File: config.mk
export PLATFORM = sky130hd
export DESIGN_NAME = track_correspondence_table
export DESIGN_NICKNAME = d
export VERILOG_FILES = /design/src/hdl/tct_pkg.sv /design/src/hdl/track_correspondence_table.sv
export VERILOG_INCLUDE_DIRS = /design/src /design/src/hdl
export SDC_FILE = /design/constraint.sdc
export NUM_CORES = 2
export LEC_CHECK = 0
export ABC_CLOCK_PERIOD_IN_PS = 15000
export CORE_MARGIN = 2
export CORE_UTILIZATION = 55
export CTS_CLUSTER_DIAMETER = 30
export DETAILED_ROUTE_END_ITERATION = 6
export DONT_BUFFER_PORTS = 1
export PLACE_DENSITY_LB_ADDON = 0.1
export SETUP_SLACK_MARGIN = 0.2
export SLEW_MARGIN = 20
export SYNTH_ARGS = -nofsm -noshare
export SYNTH_HDL_FRONTEND = slang
export SYNTH_SLANG_ARGS = --single-unit
File: constraint.sdc
create_clock -name i_clk -period 15 [get_ports i_clk]
set_clock_uncertainty 0.2 [all_clocks]
set_input_delay 3 -clock i_clk [delete_from_list [all_inputs] [get_ports i_clk]]
set_output_delay 3 -clock i_clk [all_outputs]
set_load 0.05 [all_outputs]
File: src/hdl/assert_macros.svh
// Assertion macros shared by the RTL of the correspondence table.
// No dependencies; included by files that carry concurrent assertions.
`ifndef ASSERT_MACROS_SVH
`define ASSERT_MACROS_SVH

// Same-cycle implication, disabled while reset is low.
`define ASSERT_IMPL(label, clk, rst_n, pre, post, msg) \
    label: assert property (@(posedge clk) disable iff (!rst_n) (pre) |-> (post)) \
        else $error(msg);

// Next-cycle implication, disabled while reset is low.
`define ASSERT_NEXT(label, clk, rst_n, pre, post, msg) \
    label: assert property (@(posedge clk) disable iff (!rst_n) (pre) |=> (post)) \
        else $error(msg);

`endif

File: src/hdl/tct_pkg.sv
// Types and constants for the track correspondence table.
// No dependencies; used by track_correspondence_table.
package tct_pkg;

    localparam int IMG_W   = 16;
    localparam int PT_W    = 24;
    localparam int IDX_W   = 6;
    localparam int CNT_O_W = 7;
    localparam int RPT_W   = 16;

    typedef logic [1:0]         t_cmd;
    typedef logic [IMG_W-1:0]   t_img;
    typedef logic [PT_W-1:0]    t_pt;

    localparam t_cmd CMD_ADD      = 2'd0;
    localparam t_cmd CMD_CONTAINS = 2'd1;
    localparam t_cmd CMD_LOOKUP   = 2'd2;
    localparam t_cmd CMD_READ     = 2'd3;

    typedef struct packed {
        t_img image;
        t_pt  point;
    } t_entry;

endpackage

File: src/hdl/track_correspondence_table.sv
// Track correspondence table: one feature track of (image, point) pairs in a
// single-port-write, registered-read memory. Depends on tct_pkg, assert_macros.svh.
//
// Usage:
//   Input channel (i_valid / o_ready) carries one command item: add pair,
//   contains query, pair lookup, or read entry by index. Output channel
//   (o_valid / i_ready) returns exactly one result item per command.
//   Each command reads the table one entry per cycle through the memory's
//   read port: scanning commands (add, contains, lookup) visit every stored
//   pair, at most MAX_VIEWS of them; read visits the entry at its index, or
//   none for an index past the count. An item passes from acceptance through
//   the scan state and the final state, where the result is registered, to
//   the next acceptance. An add on an inconsistent track skips the scan.
//   The result sits in an output register, so a new item is accepted while a
//   result still waits; if the receiver keeps stalling, the next command
//   holds in its final cycle until the output register frees up.
//   Reset clears the count, the repeat counter and the inconsistent flag;
//   table contents are left as they are and are never read past the count.
//   The add write-back happens in the final cycle, before any later scan.
module track_correspondence_table #(
    parameter int MAX_VIEWS = 64
) (
    input  logic                        i_clk,
    input  logic                        i_rst_n,
    input  logic                        i_valid,
    output logic                        o_ready,
    input  tct_pkg::t_cmd               i_command,
    input  tct_pkg::t_img               i_image,
    input  tct_pkg::t_pt                i_point,
    input  tct_pkg::t_img               i_second_image,
    input  logic [tct_pkg::IDX_W-1:0]   i_entry_index,
    output logic                        o_valid,
    input  logic                        i_ready,
    output logic                        o_status,
    output logic                        o_found_first,
    output logic                        o_found_second,
    output tct_pkg::t_pt                o_point_a,
    output tct_pkg::t_pt                o_point_b,
    output tct_pkg::t_img               o_image_out,
    output logic [tct_pkg::CNT_O_W-1:0] o_entry_count,
    output logic                        o_table_full
);

`include "assert_macros.svh"

    localparam int AW = (MAX_VIEWS > 1) ? $clog2(MAX_VIEWS) : 1;
    localparam int CW = $clog2(MAX_VIEWS + 1);
    localparam int XW = (CW > tct_pkg::IDX_W) ? CW : tct_pkg::IDX_W;

    localparam logic [1:0] ST_IDLE = 2'd0;
    localparam logic [1:0] ST_SCAN = 2'd1;
    localparam logic [1:0] ST_FIN  = 2'd2;

    tct_pkg::t_entry r_mem [MAX_VIEWS];
    tct_pkg::t_entry r_rd_data;

    logic [1:0]              r_state, n_state;
    logic [CW-1:0]           r_count, n_count;
    logic [tct_pkg::RPT_W-1:0] r_repeat, n_repeat;
    logic                    r_incons, n_incons;
    logic [CW-1:0]           r_ptr, n_ptr;
    logic [CW-1:0]           r_end, n_end;
    logic                    r_rd_vld;
    logic                    scan_issue;

    // latched command
    tct_pkg::t_cmd           r_cmd;
    tct_pkg::t_img           r_img, r_img2;
    tct_pkg::t_pt            r_pt;

    // scan results
    logic                    r_hit1, r_hit2, r_hitc;
    tct_pkg::t_pt            r_pt1, r_pt2;
    tct_pkg::t_img           r_img_rd;

    // output register
    logic                    r_out_vld;
    logic                    out_free, fin_go;
    logic                    mem_we;
    logic                    n_status, n_f1, n_f2, n_full;
    tct_pkg::t_pt            n_pa, n_pb;
    tct_pkg::t_img           n_iout;
    logic                    r_status, r_f1, r_f2, r_full;
    tct_pkg::t_pt            r_pa, r_pb;
    tct_pkg::t_img           r_iout;
    logic [tct_pkg::CNT_O_W-1:0] r_cnt_o;

    logic                    idx_ok;
    logic                    m1, m2;

    assign o_ready    = (r_state == ST_IDLE);
    assign scan_issue = (r_state == ST_SCAN) && (r_ptr < r_end);
    assign out_free   = !r_out_vld || i_ready;
    assign fin_go     = (r_state == ST_FIN) && out_free;
    assign idx_ok     = XW'(i_entry_index) < XW'(r_count);
    assign m1         = (r_rd_data.image == r_img);
    assign m2         = (r_rd_data.image == r_img2);

    // ---------------------------------------------------------------- memory
    always_ff @(posedge i_clk) begin
        if (mem_we) begin
            r_mem[r_count[AW-1:0]] <= '{image: r_img, point: r_pt};
        end
        if (scan_issue) begin
            r_rd_data <= r_mem[r_ptr[AW-1:0]];
        end
    end

    // ---------------------------------------------------------------- control
    always_comb begin
        n_state = r_state;
        n_ptr   = r_ptr;
        n_end   = r_end;
        unique case (r_state)
            ST_IDLE: begin
                if (i_valid) begin
                    n_state = ST_SCAN;
                    n_ptr   = '0;
                    n_end   = r_count;
                    if (i_command == tct_pkg::CMD_READ) begin
                        n_ptr = idx_ok ? CW'(i_entry_index) : '0;
                        n_end = idx_ok ? CW'(i_entry_index) + 1'b1 : '0;
                    end else if (i_command == tct_pkg::CMD_ADD && r_incons) begin
                        n_end = '0;
                    end
                end
            end
            ST_SCAN: begin
                if (scan_issue) begin
                    n_ptr = r_ptr + 1'b1;
                end else begin
                    // nothing in flight once issuing stops
                    n_state = ST_FIN;
                end
            end
            ST_FIN: begin
                if (out_free) begin
                    n_state = ST_IDLE;
                end
            end
            default: n_state = ST_IDLE;
        endcase
    end

    // final-cycle result and write-back
    always_comb begin
        n_count  = r_count;
        n_repeat = r_repeat;
        n_incons = r_incons;
        mem_we   = 1'b0;
        n_status = 1'b0;
        n_f1     = 1'b0;
        n_f2     = 1'b0;
        n_full   = 1'b0;
        n_pa     = '0;
        n_pb     = '0;
        n_iout   = '0;
        unique case (r_cmd)
            tct_pkg::CMD_ADD: begin
                if (!r_incons) begin
                    n_status = 1'b1;
                    if (r_hit1) begin
                        if (r_pt1 == r_pt) begin
                            if (r_repeat != '1) begin
                                n_repeat = r_repeat + 1'b1;
                            end
                        end else begin
                            n_incons = 1'b1;
                            n_status = 1'b0;
                        end
                    end else if (r_count < CW'(MAX_VIEWS)) begin
                        mem_we  = fin_go;
                        n_count = r_count + 1'b1;
                    end else begin
                        n_full = 1'b1;
                    end
                end
            end
            tct_pkg::CMD_CONTAINS: begin
                n_status = r_hitc;
            end
            tct_pkg::CMD_LOOKUP: begin
                n_f1 = r_hit1;
                n_f2 = r_hit2;
                n_pa = r_hit1 ? r_pt1 : '0;
                n_pb = r_hit2 ? r_pt2 : '0;
            end
            tct_pkg::CMD_READ: begin
                n_status = r_hit1;
                n_pa     = r_hit1 ? r_pt1 : '0;
                n_iout   = r_hit1 ? r_img_rd : '0;
            end
            default: n_status = 1'b0;
        endcase
    end

    always_ff @(posedge i_clk) begin
        if (!i_rst_n) begin
            r_state   <= ST_IDLE;
            r_count   <= '0;
            r_repeat  <= '0;
            r_incons  <= 1'b0;
            r_rd_vld  <= 1'b0;
            r_out_vld <= 1'b0;
            r_ptr     <= '0;
            r_end     <= '0;
        end else begin
            r_state  <= n_state;
            r_ptr    <= n_ptr;
            r_end    <= n_end;
            r_rd_vld <= scan_issue;
            if (fin_go) begin
                r_count  <= n_count;
                r_repeat <= n_repeat;
                r_incons <= n_incons;
            end
            if (fin_go) begin
                r_out_vld <= 1'b1;
            end else if (i_ready) begin
                r_out_vld <= 1'b0;
            end
        end
    end

    // datapath registers
    always_ff @(posedge i_clk) begin
        if (r_state == ST_IDLE && i_valid) begin
            r_cmd  <= i_command;
            r_img  <= i_image;
            r_img2 <= i_second_image;
            r_pt   <= i_point;
            r_hit1 <= 1'b0;
            r_hit2 <= 1'b0;
            r_hitc <= 1'b0;
        end else if (r_rd_vld) begin
            if (r_cmd == tct_pkg::CMD_READ) begin
                r_hit1   <= 1'b1;
                r_pt1    <= r_rd_data.point;
                r_img_rd <= r_rd_data.image;
            end else begin
                // first match wins for each image
                if (m1 && !r_hit1) begin
                    r_hit1 <= 1'b1;
                    r_pt1  <= r_rd_data.point;
                end
                if (m2 && !r_hit2) begin
                    r_hit2 <= 1'b1;
                    r_pt2  <= r_rd_data.point;
                end
                if (m1 && r_rd_data.point == r_pt) begin
                    r_hitc <= 1'b1;
                end
            end
        end
        if (fin_go) begin
            r_status <= n_status;
            r_f1     <= n_f1;
            r_f2     <= n_f2;
            r_full   <= n_full;
            r_pa     <= n_pa;
            r_pb     <= n_pb;
            r_iout   <= n_iout;
            r_cnt_o  <= tct_pkg::CNT_O_W'(n_count);
        end
    end

    assign o_valid        = r_out_vld;
    assign o_status       = r_status;
    assign o_found_first  = r_f1;
    assign o_found_second = r_f2;
    assign o_point_a      = r_pa;
    assign o_point_b      = r_pb;
    assign o_image_out    = r_iout;
    assign o_entry_count  = r_cnt_o;
    assign o_table_full   = r_full;

    // ---------------------------------------------------------------- checks
    `ASSERT_IMPL(a_count_bound, i_clk, i_rst_n, 1'b1, r_count <= CW'(MAX_VIEWS), "count over capacity")
    `ASSERT_IMPL(a_rd_in_scan, i_clk, i_rst_n, r_rd_vld, r_state == ST_SCAN, "read data outside scan")
    `ASSERT_NEXT(a_incons_sticky, i_clk, i_rst_n, r_incons, r_incons, "inconsistent flag cleared")
    `ASSERT_NEXT(a_count_step, i_clk, i_rst_n, 1'b1, (r_count == $past(r_count)) || (r_count == $past(r_count) + 1'b1), "count jumped")

endmodule
==> results.md <==
* Routed Wire Length at 304000 um
* Synth cell types at 54
* Die width at 446 um
* Slew @ Worst Pin at 1.26 ns
* Ys async rst share at 0%
* Tcrit/Tclk final at 41.6%
* Main flop type after synthesis: edfxtp_1
* CP peak stage delay at 0.95 ns
* # nets final at 5275
* FF-to-FF End: r_rd_data[15]
* Critical R2R Launch: r_ptr[0]
* Worst Hold Class: flip-flop to flip-flop
* Hold_buf cts at 0
* Hold Vio Cnt, Final at 0
* Pwr Density at 184 nW/um2
* CTS tree: yes
* Via count at 53900
* Die ar. at 199000 um2
* Io pins at 145
* Max Fclk at 160 MHz
* Critical path class: primary input to flip-flop
* Total chip power at 0.0240 W
* Hpwl dp at 180000 um
* CP Capture Type: flip-flop
* I/O Buffers at 0
* RSZ-0062 raised after global routing: false
* Antenna violations before repair at 22
* First DRT Iteration DRCs at 8254
* CTS root buffer: clkbuf_16
* Drt pass-1 iters at 7
* Residual DRC count at 0
* Hold_sp: r_hit2
* GRT overflow at 0
* Worst-Skew Late Latency at 0.95 ns
* CTS Buf Count at 554
* Setup WS post-layout at 8.75 ns
* CTS Buffer Depth at 4
* Worst slack, placed at 7.92 ns
* Hold endpoint: r_hit2
* FF+latch area at 84600 um2
* Sequential area share after synthesis at 78.5%
* Largest net degree at the start of global routing at 110
* Layout cells sized above 1 at 33.4%
* Area Growth Syn to Fin at 20.8%
* Slew headroom at 15.1%
* Ys Warns at 0
* Initial Util at 55.3%
* Layout fillers at 12300
* WHS Path Cells at 1
* Cell Chain, Critical Path: nand2b_1, nor2b_4, buf_4, nand2_1, nor2_1, nand3_1, nor2_4, buf_4
* CP bufs+invs at 2
* Yosys reg bits at 2826
* Worst Path Arrival at 6.62 ns
* EDFF count, synth at 2797
* Routability cong. at 0.895
* Gr usage total at 30.9%
* Avg Inst Size Synth at 23.0 um2
* Setup violators final at 0
* Hold Slack at 0.274 ns
* Max-slew violations at 0
* Cells on worst reg2reg path at 7
* Via density at 6.54
* Crit Path Max Fanout at 50
* Status: finished, final reports clean
* Clock sink total at 2826
* Die Ht at 446 um
* Row cnt at 162
* Static leakage at 40.9 nW
* CORE AREA at 195000 um2
* Setup bufs post-CTS at 0
* Setup slack, reg-to-reg at 9.48 ns
* Startpoint types: primary input
* Post-DRT Antenna Nets at 0
* Synth Net Count at 4773
* Clock transition at path regs at 0.04 ns
* Netlist Area Pre-Place at 108000 um2
* IR Drop Worst-Case VDD at 0.109 mV
* First-pass GRT wire length at 421000 um
* Worst Path Required at 15.37 ns
* H-tree Lvls at 6
* Maxcap violations at 0
* Vias in the first global route at 52800
* # resized after CTS at 0
* Critical-path top delay cell: nor2_4
* Cells after synthesis at 4691
* Avg WL per Cell at 36.9 um
* Crit-path most repeated cell: buf_4
* Setup TNS at 0 ns
* Multi-input logic area at 22400 um2
* Top delay family on crit path: simple AND/OR/NAND/NOR gates
* Fin crit period at 6.25 ns
==> sequential cells by signal, indices dropped and copies added (netlist names), 16 cells and up <==
signal       cells
o_point_b       24
r_img_rd        16
r_img           16
r_img2          16
o_point_a       24
o_image_out     16
r_mem         2560
r_pt            24
r_rd_data       40
r_pt2           24
r_pt1           24
==> worst max-delay path by stage <==
stage,startpoint,cells after the start,to,slack (ns)
global placement,i_ready,8,r_mem[46][24],7.91
CTS,i_ready,8,r_mem[46][31],8.89
detailed placement,i_ready,8,r_mem[46][39],7.92
floorplan,i_ready,7,r_mem[14][0],6.26
global route,i_ready,8,r_mem[46][12],8.65
finish,i_ready,8,r_mem[46][12],8.75
==> cell usage after synthesis (41+ instances only) <==
cell	count	area share [%]
mux2i_1	52	0.48
nand2_1	60	0.21
nor2_1	132	0.46
clkbuf_1	125	0.44
a211oi_1	71	0.50
a22oi_1	41	0.29
xnor2_1	61	0.50
mux4_2	701	15
buf_2	81	0.38
and3_1	46	0.27
o22ai_1	52	0.30
edfxtp_1	2797	78
mux2_2	52	0.54
==> cell type report <==
cell class	instances	area share, %
well taps	2624	2.52
repair buffers	195	1.19
clock inverters	337	2.78
inverters	21	0.0625
clock buffers	634	11.2
flip-flops and latches	2826	65.0
diodes	13	0.0250
multi-input cells	1595	17.2
==> logic make-up after synthesis <==
kind of cell    Yosys count  synth area share (%)
compound gates          288                  1.86
xor+xnor                 93                 0.757
simple gates            395                  1.83
mux                     805                  15.7
flops                  2826                  78.5
buf+inv                 270                  1.15
fa+ha+maj                14                 0.163
==> per-stage QoR <==
| stage | cells | area (um2) | utilization [%] |
|---|---|---|---|
| 2_1_floorplan | 4691 | 108000 | - |
| 3_3_place_gp | 7260 | 112000 | 57.4 |
| 3_5_place_dp | 7261 | 112000 | 57.4 |
| 4_1_cts | 8232 | 130000 | 66.8 |
| 5_1_grt | 8241 | 130000 | 66.8 |
| 6_report | 8245 | 130000 | 66.8 |
==> where the power goes <==
group / switching, W / total (W) / internal, W / leakage (nW)
Combinational: 0.00180 / 0.00284 / 0.00104 / 6.77
Sequential: 0.000210 / 0.00915 / 0.00894 / 25.4
Clock: 0.00396 / 0.0120 / 0.00803 / 8.74
==> layer usage <==
layer	global-route usage, %	wire [um]	up-vias
met5	0	39	-
met1	45.0	119000	28700
li1	-	-	21100
met4	13.7	13900	6
met3	7.37	33000	562
met2	45.0	139000	3495
==> worst register-to-register path: cells and delay by family (launching register included) <==
kind                   cells  cell delay [ns]
buffers and inverters      3             2.17
multiplexers               2             1.21
AO/OA/AOI/OAI              2             0.95
flip-flops                 1             0.72
==> cell usage in the layout, fill, tap and decap left out, types with 16 or more instances in the layout <==
cell type   count
edfxtp_1     2797
mux4_2        701
clkbuf_16     572
buf_4         188
clkinv_1       72
a211oi_1       71
clkinv_2       70
nor2_1         65
nor2_4         64
clkinvlp_4     64
bufinv_16      63
xnor2_1        61
nand2_1        60
clkbuf_1       59
mux2i_1        52
o22ai_1        52
mux2_2         52
and3_1         46
inv_6          42
a22oi_1        41
nand3_1        34
xor2_1         32
and2_1         30
a21oi_1        29
clkinv_4       24
o31ai_1        23
dfxtp_1        23
nor2b_1        22
o211ai_1       22
inv_1          17
nand4_1        16
No activity file was read; power rests on OpenSTA's default activity.
